===== src/design/bcd_pkg.sv =====
// Package for the block cache directory: sizes, opcodes and request/result types.
// No dependencies.
`timescale 1ns / 1ps
package bcd_pkg;
  localparam int ENTRIES   = 16;
  localparam int AGE_LIMIT = 255;
  localparam int IDX_W     = $clog2(ENTRIES);
  localparam int AGE_W     = $clog2(AGE_LIMIT + 1);

  localparam logic [1:0] OP_READ  = 2'd0;
  localparam logic [1:0] OP_WRITE = 2'd1;
  localparam logic [1:0] OP_FLUSH = 2'd2;

  typedef struct packed {
    logic [15:0] device;
    logic [47:0] offset;
    logic [31:0] block;
    logic [16:0] size;
  } tag_t;

  typedef struct packed {
    logic [1:0]  opcode;
    logic [15:0] device_id;
    logic [47:0] base_offset;
    logic [31:0] block_number;
    logic [16:0] block_size;
    logic        allocate_on_miss;
  } req_t;

  typedef struct packed {
    logic        hit;
    logic [5:0]  entry_index;
    logic        allocated;
    logic        writeback_valid;
    logic [15:0] wb_device;
    logic [47:0] wb_offset;
    logic [31:0] wb_block;
    logic [16:0] wb_size;
    logic        last;
  } rsp_t;
endpackage


===== src/design/bcd_tag_ram.sv =====
// Tag store of the block cache directory: one write port, one registered read port.
// Depends on bcd_pkg.
`timescale 1ns / 1ps
module bcd_tag_ram
  import bcd_pkg::*;
(
  input  logic             clk,
  input  logic             we,
  input  logic [IDX_W-1:0] waddr,
  input  tag_t             wdata,
  input  logic [IDX_W-1:0] raddr,
  output tag_t             rdata
);
  tag_t mem [ENTRIES];

  always_ff @(posedge clk) begin
    if (we) begin
      mem[waddr] <= wdata;
    end
    rdata <= mem[raddr];
  end
endmodule


===== src/design/block_cache_directory_unit.sv =====
// Top level of the block cache directory: sequencer, policy state and output register.
// Depends on bcd_pkg and bcd_tag_ram.
//
//   channel | valid     | ready     | payload
//   request | req_valid | req_ready | req (req_t)
//   result  | rsp_valid | rsp_ready | rsp (rsp_t)
//
// An access holds the unit for a tag scan with one registered tag read per
// cycle, a victim scan on an allocating miss and, on a hit or allocation, a
// minimum-age scan over the other valid entries and, when one of them has
// age zero, an aging pass. A flush walks all entries, one write-back result
// per dirty entry. Reset clears valid, dirty and age bits at once. A stalled
// result holds the walk; no new request is taken until the last result has left.
`timescale 1ns / 1ps
module block_cache_directory_unit
  import bcd_pkg::*;
(
  input  logic clk,
  input  logic rst,
  input  logic req_valid,
  output logic req_ready,
  input  req_t req,
  output logic rsp_valid,
  input  logic rsp_ready,
  output rsp_t rsp
);
  localparam logic [3:0] S_IDLE   = 4'd0;
  localparam logic [3:0] S_LOOK   = 4'd1;
  localparam logic [3:0] S_VICT   = 4'd2;
  localparam logic [3:0] S_MIN    = 4'd3;
  localparam logic [3:0] S_AGE    = 4'd4;
  localparam logic [3:0] S_FLUSH  = 4'd5;
  localparam logic [3:0] S_FWB    = 4'd6;
  localparam logic [3:0] S_WAIT   = 4'd7;
  localparam logic [3:0] S_INST   = 4'd8;

  localparam rsp_t RSP_NONE = '{hit: 1'b0, entry_index: '0, allocated: 1'b0,
                                writeback_valid: 1'b0, wb_device: '0, wb_offset: '0,
                                wb_block: '0, wb_size: '0, last: 1'b1};

  logic [3:0]         state;
  req_t               cur;
  logic [IDX_W:0]     cnt;
  logic [IDX_W-1:0]   pos;
  logic [IDX_W-1:0]   raddr;
  logic [IDX_W-1:0]   tgt;
  logic [IDX_W-1:0]   victim;
  logic [AGE_W-1:0]   oldest;
  logic [AGE_W-1:0]   least;
  logic               found;
  logic               any_flush;
  logic               rd_pend;
  logic [ENTRIES-1:0] valid;
  logic [ENTRIES-1:0] dirty;
  logic [AGE_W-1:0]   age [ENTRIES];
  tag_t               rdata;
  tag_t               key;
  logic               we;
  logic               match;

  assign key   = '{device: cur.device_id, offset: cur.base_offset,
                   block: cur.block_number, size: cur.block_size};
  assign match = valid[pos] && (rdata == key);
  assign we    = (state == S_INST);
  assign req_ready = (state == S_IDLE) && !rsp_valid;
  assign raddr = cnt[IDX_W-1:0];

  bcd_tag_ram u_ram (
    .clk   (clk),
    .we    (we),
    .waddr (tgt),
    .wdata (key),
    .raddr (raddr),
    .rdata (rdata)
  );

  always_ff @(posedge clk) begin
    if (rst) begin
      state     <= S_IDLE;
      valid     <= '0;
      dirty     <= '0;
      rsp_valid <= 1'b0;
      rd_pend   <= 1'b0;
      for (int i = 0; i < ENTRIES; i++) age[i] <= '0;
    end else begin
      if (rsp_valid && rsp_ready) rsp_valid <= 1'b0;
      unique case (state)
        S_IDLE: begin
          if (req_valid && req_ready) begin
            cur <= req;
            cnt <= '0;
            found <= 1'b0;
            any_flush <= 1'b0;
            rd_pend <= 1'b0;
            if (req.opcode == OP_READ || req.opcode == OP_WRITE) begin
              state <= S_LOOK;
            end else if (req.opcode == OP_FLUSH) begin
              state <= S_FLUSH;
            end else begin
              rsp <= RSP_NONE;
              rsp_valid <= 1'b1;
            end
          end
        end
        S_LOOK: begin
          // cnt issues reads; pos is the entry whose tag is in rdata
          if (rd_pend && match) begin
            found <= 1'b1;
            tgt <= pos;
            if (cur.opcode == OP_WRITE) dirty[pos] <= 1'b1;
            cnt <= '0;
            least <= AGE_W'(AGE_LIMIT);
            rd_pend <= 1'b0;
            state <= S_MIN;
          end else if (rd_pend && pos == IDX_W'(ENTRIES - 1)) begin
            rd_pend <= 1'b0;
            if (!cur.allocate_on_miss) begin
              rsp <= RSP_NONE;
              rsp_valid <= 1'b1;
              state <= S_IDLE;
            end else begin
              cnt <= '0;
              victim <= '0;
              oldest <= '0;
              state <= S_VICT;
            end
          end else if (cnt != (IDX_W+1)'(ENTRIES)) begin
            pos <= cnt[IDX_W-1:0];
            rd_pend <= 1'b1;
            cnt <= cnt + 1'b1;
          end else begin
            rd_pend <= 1'b0;
          end
        end
        S_VICT: begin
          if (cnt == (IDX_W+1)'(ENTRIES)) begin
            tgt <= victim;
            cnt <= {1'b0, victim};
            rd_pend <= 1'b0;
            state <= S_WAIT;
          end else if (!valid[cnt[IDX_W-1:0]]) begin
            victim <= cnt[IDX_W-1:0];
            tgt <= cnt[IDX_W-1:0];
            state <= S_WAIT;
            rd_pend <= 1'b0;
          end else begin
            if (age[cnt[IDX_W-1:0]] >= oldest) begin
              oldest <= age[cnt[IDX_W-1:0]];
              victim <= cnt[IDX_W-1:0];
            end
            cnt <= cnt + 1'b1;
          end
        end
        S_WAIT: begin
          // read victim tag for a possible write-back
          cnt <= {1'b0, tgt};
          if (rd_pend && !rsp_valid) begin
            rsp.hit <= 1'b0;
            rsp.entry_index <= 6'(tgt);
            rsp.allocated <= 1'b1;
            rsp.writeback_valid <= valid[tgt] && dirty[tgt];
            rsp.wb_device <= (valid[tgt] && dirty[tgt]) ? rdata.device : '0;
            rsp.wb_offset <= (valid[tgt] && dirty[tgt]) ? rdata.offset : '0;
            rsp.wb_block  <= (valid[tgt] && dirty[tgt]) ? rdata.block  : '0;
            rsp.wb_size   <= (valid[tgt] && dirty[tgt]) ? rdata.size   : '0;
            rsp.last <= 1'b1;
            rsp_valid <= 1'b1;
            state <= S_INST;
          end
          rd_pend <= (cnt[IDX_W-1:0] == tgt);
        end
        S_INST: begin
          valid[tgt] <= 1'b1;
          dirty[tgt] <= 1'b0;
          cnt <= '0;
          least <= AGE_W'(AGE_LIMIT);
          state <= S_MIN;
        end
        S_MIN: begin
          if (cnt == (IDX_W+1)'(ENTRIES)) begin
            age[tgt] <= '0;
            cnt <= '0;
            state <= S_AGE;
          end else begin
            if (cnt[IDX_W-1:0] != tgt && valid[cnt[IDX_W-1:0]] &&
                age[cnt[IDX_W-1:0]] < least) begin
              least <= age[cnt[IDX_W-1:0]];
            end
            cnt <= cnt + 1'b1;
          end
        end
        S_AGE: begin
          if (least != '0 || cnt == (IDX_W+1)'(ENTRIES)) begin
            if (found) begin
              rsp <= '{hit: 1'b1, entry_index: 6'(tgt), allocated: 1'b0,
                       writeback_valid: 1'b0, wb_device: '0, wb_offset: '0,
                       wb_block: '0, wb_size: '0, last: 1'b1};
              rsp_valid <= 1'b1;
            end
            state <= S_IDLE;
          end else begin
            if (cnt[IDX_W-1:0] != tgt && age[cnt[IDX_W-1:0]] < AGE_W'(AGE_LIMIT)) begin
              age[cnt[IDX_W-1:0]] <= age[cnt[IDX_W-1:0]] + 1'b1;
            end
            cnt <= cnt + 1'b1;
          end
        end
        S_FLUSH: begin
          // scan for the next dirty entry; cnt addresses the tag ram
          if (rsp_valid) begin
          end else if (cnt == (IDX_W+1)'(ENTRIES)) begin
            if (!any_flush) begin
              rsp <= RSP_NONE;
              rsp_valid <= 1'b1;
            end
            state <= S_IDLE;
          end else if (valid[cnt[IDX_W-1:0]] && dirty[cnt[IDX_W-1:0]]) begin
            pos <= cnt[IDX_W-1:0];
            state <= S_FWB;
          end else begin
            cnt <= cnt + 1'b1;
          end
        end
        S_FWB: begin
          if (!rsp_valid) begin
            logic more;
            more = 1'b0;
            for (int i = 0; i < ENTRIES; i++) begin
              if (i > int'(pos) && valid[i] && dirty[i]) more = 1'b1;
            end
            rsp.hit <= 1'b0;
            rsp.entry_index <= 6'(pos);
            rsp.allocated <= 1'b0;
            rsp.writeback_valid <= 1'b1;
            rsp.wb_device <= rdata.device;
            rsp.wb_offset <= rdata.offset;
            rsp.wb_block  <= rdata.block;
            rsp.wb_size   <= rdata.size;
            rsp.last <= !more;
            rsp_valid <= 1'b1;
            dirty[pos] <= 1'b0;
            any_flush <= 1'b1;
            cnt <= cnt + 1'b1;
            state <= S_FLUSH;
          end
        end
        default: state <= S_IDLE;
      endcase
    end
  end
endmodule


===== config.mk =====
export PLATFORM = sky130hd
export DESIGN_NAME = block_cache_directory_unit
export DESIGN_NICKNAME = d
export VERILOG_FILES = /design/src/design/bcd_pkg.sv /design/src/design/bcd_tag_ram.sv /design/src/design/block_cache_directory_unit.sv
export SDC_FILE = /design/constraint.sdc
export NUM_CORES = 2
export LEC_CHECK = 0
export BUFFER_PORTS_ARGS = -buffer_cell sky130_fd_sc_hd__buf_2
export CELL_PAD_IN_SITES_DETAIL_PLACEMENT = 1
export CELL_PAD_IN_SITES_GLOBAL_PLACEMENT = 1
export CORE_MARGIN = 3
export CORE_UTILIZATION = 56
export CTS_CLUSTER_DIAMETER = 80
export DETAILED_ROUTE_END_ITERATION = 10
export GPL_ROUTABILITY_DRIVEN = 0
export MAX_ROUTING_LAYER = met4
export PLACE_DENSITY = 0.83
export SLEW_MARGIN = 10
export SYNTH_ARGS = -nofsm -noshare
export SYNTH_HDL_FRONTEND = slang
export SYNTH_HIERARCHICAL = 1
export SYNTH_SLANG_ARGS = --single-unit

===== constraint.sdc =====
create_clock -name clk -period 23.9 [get_ports clk]
set_input_delay 0 -clock clk [delete_from_list [all_inputs] [get_ports clk]]
set_output_delay 0 -clock clk [all_outputs]
set_load 0.01 [all_outputs]

==> metrics.csv <==
stage,metric,value,unit
synth,top cell type's share of synthesized area,73.3,%
sta,Final Skew,71.3,ps
die,Placeable Area,159000,um^2
setup_path,required time of the worst setup path,24400,ps
flow_run,max-cap check violation count,0,
setup_path,count of buffer and inverter cells on the critical path,2,
global_routing,GRT overflow,0,
synth,area share of fa/ha/maj cells after synthesis,0.249,%
sta,worst hold slack,147,ps
drt,Iteration-0 DRC Markers,10600,
synth,number of enable flip-flop cells after synthesis,2208,
power_and_ir_drop,peak supply drop,0.0000953,V
synth,Post-synth top flop,sky130_fd_sc_hd__edfxtp_1,
clock_tree,CTS max path bufs,3,
global_routing,global-route wire length before repair,429000,um
synth,"area leader, netlist",sky130_fd_sc_hd__edfxtp_1,
global_routing,number of antenna violations at the first check in global routing,18,
power_and_ir_drop,Total Power Consumption,11.6,mW
global_routing,gr usage total,37.6,%
place,count of input and output buffers,242,
global_routing,largest net degree at the start of global routing,155,
synth,number of cells produced by synthesis,4570,
setup_path,Critical Path Start Type,flop,
sta,setup repair after global routing missed its margin,no,
clock_tree,CTS tree,yes,
setup_path,Worst Setup Path Type,flop to flop,
synth,count of warnings emitted by yosys,6,
place,Detail Placement HPWL,149000,um
setup_path,element type at the critical path end,flop,
clock_tree,number of hold buffers added after CTS,236,
die,height of the die,408,um
setup_path,crit-path max cell delay,920,ps
sta,post-route minimum period,5920,ps
drt,post-route DRC violation count,0,
die,number of top-level pins,245,
die,number of placement rows,146,
synth,largest family of logic cells by synthesized area,multiplexers,
synth,library cells used by synthesis,74,
final_layout,fraction of layout cells with a size suffix above 1,23.2,%
synth,most instantiated cells after synthesis,"2208 x sky130_fd_sc_hd__edfxtp_1, 493 x sky130_fd_sc_hd__mux4_2, 235 x sky130_fd_sc_hd__a22oi_1, 235 x sky130_fd_sc_hd__nor2_1, 210 x sky130_fd_sc_hd__nand2_1",
clock_tree,H-tree levels,4,
sta,total count of hold-check failures in the final report,0,
clock_tree,Clock Latency Late Sink,910,ps
sta,tightest slew margin relative to the limit,11.6,%
power_and_ir_drop,cell leakage power,33.9,nW
clock_tree,Root Buffer,sky130_fd_sc_hd__clkbuf_16,
setup_path,cell class contributing the biggest share of worst-path delay,simple AND/OR/NAND/NOR gates,
clock_tree,clock transition at the registers of the reported paths,70,ps
synth,number of synthesized register bits,2363,
die,Die Width,408,um
clock_tree,cells resized by post-CTS repair,0,
final_layout,layout-stage area growth over the synthesis result,15.3,%
synth,largest cells by area after synthesis,"sky130_fd_sc_hd__edfxtp_1 73%, sky130_fd_sc_hd__mux4_2 12%, sky130_fd_sc_hd__dfxtp_1 3.4%, sky130_fd_sc_hd__a22oi_1 1.9%, sky130_fd_sc_hd__nor2_1 0.97%",
sta,Final Setup Violations,0,
synth,area fraction in compound gates after synthesis,4.23,%
sta,Slew Limit Fails,0,
drt,Post-Route WL,308000,um
clock_tree,postcts setup bufs,0,
die,Die Footprint,166000,um^2
sta,slew at the pin with the worst max-slew slack,1330,ps
sta,f_max,169,MHz
setup_path,Slowest cell on crit path,sky130_fd_sc_hd__xnor2_1,
clock_tree,clock sink count,2363,
synth,average instance area after synthesis,19.8,um^2
drt,Routed wire per std cell,41.2,um
clock_tree,number of clock buffers inserted by TritonCTS,225,
final_layout,Post-Route Utilization,65.4,%
power_and_ir_drop,total power density per cell area,111,nW/um^2
synth,total standard cell area after synthesis,90500,um^2
setup_path,WP data arrival,6420,ps
drt,antenna-violating nets left,0,
final_layout,fill cell count,13000,
global_routing,number of global-route vias before repair,53900,
synth,multiplexer fraction of the synthesized cell area,12.5,%
drt,post-detailed-route via-to-cell ratio,7.12,
sta,Total Negative Setup Slacks,0,ps
setup_path,cell-by-cell trace of the critical path,xnor2_1 > nand4_1 > nor4_1 > nand4_1 > nor3_1 > nand2_1 > a21oi_1 > a211oi_4 > buf_4 > buf_4,
final_layout,nets,5260,
synth,sequential element share of the synthesized area,76.7,%
drt,total number of vias,53300,
synth,XOR/XNOR share of the synthesized area,0.658,%
synth,fraction of registers with async set or reset after synthesis,0,%
die,initial core utilization,56.7,%
worst_hold_path,Hold Path Class,input pin to flop,
sta,final period utilization,24.8,%
synth,simple logic cell fraction of the synthesized area,3.95,%
outcome,run status,completed,
setup_path,CP Max Fanout,51,
synth,most repeated cell in the gate-level netlist after synthesis,sky130_fd_sc_hd__edfxtp_1,
drt,number of detailed-routing iterations run before antenna repair,6,
[layer usage]
metal,share of wire (%),track usage [%],routed length (um)
met1,33,48.5,102000
met2,48,57.6,148000
met3,13,8.91,41100
met4,5.6,16.8,17300
met5,0,-,0
[cell families after synthesis]
group,after synthesis
adders and majority gates,18
other,1
muxes,515
and+or+nand+nor,754
AOI/OAI and AO/OA,526
xor gates and xnor gates,68
DFF,2363
buffers and inverters,325
[worst paths after layout]
kind / start / endpoint / slack, ps / cells past startpoint
hold / removal: req_valid / any_flush / 150 / 4
setup / recovery: cur[21] / rsp[94] / 17980 / 10
hold reg to reg: dirty[8] / dirty[8] / 500 / 1
setup reg to reg: cur[21] / rsp[94] / 17980 / 10
[worst register-to-register path, cell delays in order, from the launching register on]
cell and delay, ps:
sky130_fd_sc_hd__edfxtp_1 680, sky130_fd_sc_hd__xnor2_1 940, sky130_fd_sc_hd__nand4_1 490, sky130_fd_sc_hd__nor4_1 500
sky130_fd_sc_hd__nand4_1 360, sky130_fd_sc_hd__nor3_1 450, sky130_fd_sc_hd__nand2_1 720, sky130_fd_sc_hd__a21oi_1 510
sky130_fd_sc_hd__a211oi_4 80, sky130_fd_sc_hd__buf_4 280, sky130_fd_sc_hd__buf_4 390
[flip-flops by register name, summed over array words and instances, names as in the netlist, named ones only]
register / cells
oldest: 8
found: 1
tgt: 4
rsp_valid: 1
pos: 4
dirty: 16
state: 4
u_ram/mem: 1808
victim: 4
cur: 116
rd_pend: 1
cnt: 5
valid: 16
rsp: 121
least: 8
u_ram/rdata: 113
age: 128
any_flush: 1
[area by class of cell]
type	count	area (um^2)	area share (%)
multi-input combinational	1883	19800	18.9
clock buffer	315	6310	6.05
sequential	2363	69400	66.5
antenna	23	57.6	0.0552
tap	2146	2690	2.57
timing repair buffer	566	4320	4.14
clock inverter	113	1490	1.43
inverter	83	312	0.299
[power breakdown]
| group | switching [mW] | leakage [nW] | internal, mW |
|---|---|---|---|
| logic | 1.54 | 8.88 | 0.937 |
| clock network | 1.75 | 3.81 | 2.15 |
| registers | 0.348 | 21.2 | 4.84 |
[through the flow]
step	cell area [um^2]	setup slack (ps)	cells
floorplan	90500	11990	4571
global placement	94100	18470	6804
global route	104000	17870	7489
CTS	104000	18270	7468
detailed placement	94100	18370	6804
finish	104000	17980	7492
[cells in the final DEF (no fill, tap or decap), types with 12 or more instances in the layout]
cell type | Yosys | routed
sky130_fd_sc_hd__o22ai_1 | 32 | 32
sky130_fd_sc_hd__o21ai_0 | 34 | 34
sky130_fd_sc_hd__nor2b_1 | 37 | 35
sky130_fd_sc_hd__buf_4 | 19 | 80
sky130_fd_sc_hd__nand2_1 | 210 | 209
sky130_fd_sc_hd__clkbuf_8 | 0 | 34
sky130_fd_sc_hd__nor4_1 | 21 | 21
sky130_fd_sc_hd__nand3_1 | 22 | 21
sky130_fd_sc_hd__nor2_4 | 0 | 14
sky130_fd_sc_hd__edfxtp_1 | 2208 | 2208
sky130_fd_sc_hd__nand2b_1 | 46 | 46
sky130_fd_sc_hd__dlygate4sd3_1 | 0 | 236
sky130_fd_sc_hd__a21oi_1 | 91 | 91
sky130_fd_sc_hd__nand4_1 | 21 | 21
sky130_fd_sc_hd__nor2_1 | 235 | 221
sky130_fd_sc_hd__mux2i_1 | 14 | 14
sky130_fd_sc_hd__xor2_1 | 19 | 19
sky130_fd_sc_hd__xnor2_1 | 49 | 49
sky130_fd_sc_hd__nor3_1 | 27 | 22
sky130_fd_sc_hd__ha_1 | 18 | 18
sky130_fd_sc_hd__mux4_2 | 493 | 493
sky130_fd_sc_hd__a221oi_1 | 12 | 12
sky130_fd_sc_hd__bufinv_16 | 0 | 27
sky130_fd_sc_hd__inv_1 | 82 | 82
sky130_fd_sc_hd__clkbuf_1 | 130 | 56
sky130_fd_sc_hd__and2_1 | 101 | 100
sky130_fd_sc_hd__o21a_1 | 15 | 15
sky130_fd_sc_hd__diode_2 | 0 | 23
sky130_fd_sc_hd__clkinv_1 | 1 | 30
sky130_fd_sc_hd__buf_2 | 48 | 242
sky130_fd_sc_hd__clkinv_2 | 0 | 38
sky130_fd_sc_hd__clkbuf_16 | 0 | 225
sky130_fd_sc_hd__dfxtp_1 | 155 | 154
sky130_fd_sc_hd__a22oi_1 | 235 | 235
No activity file was read; power rests on OpenSTA's default activity.
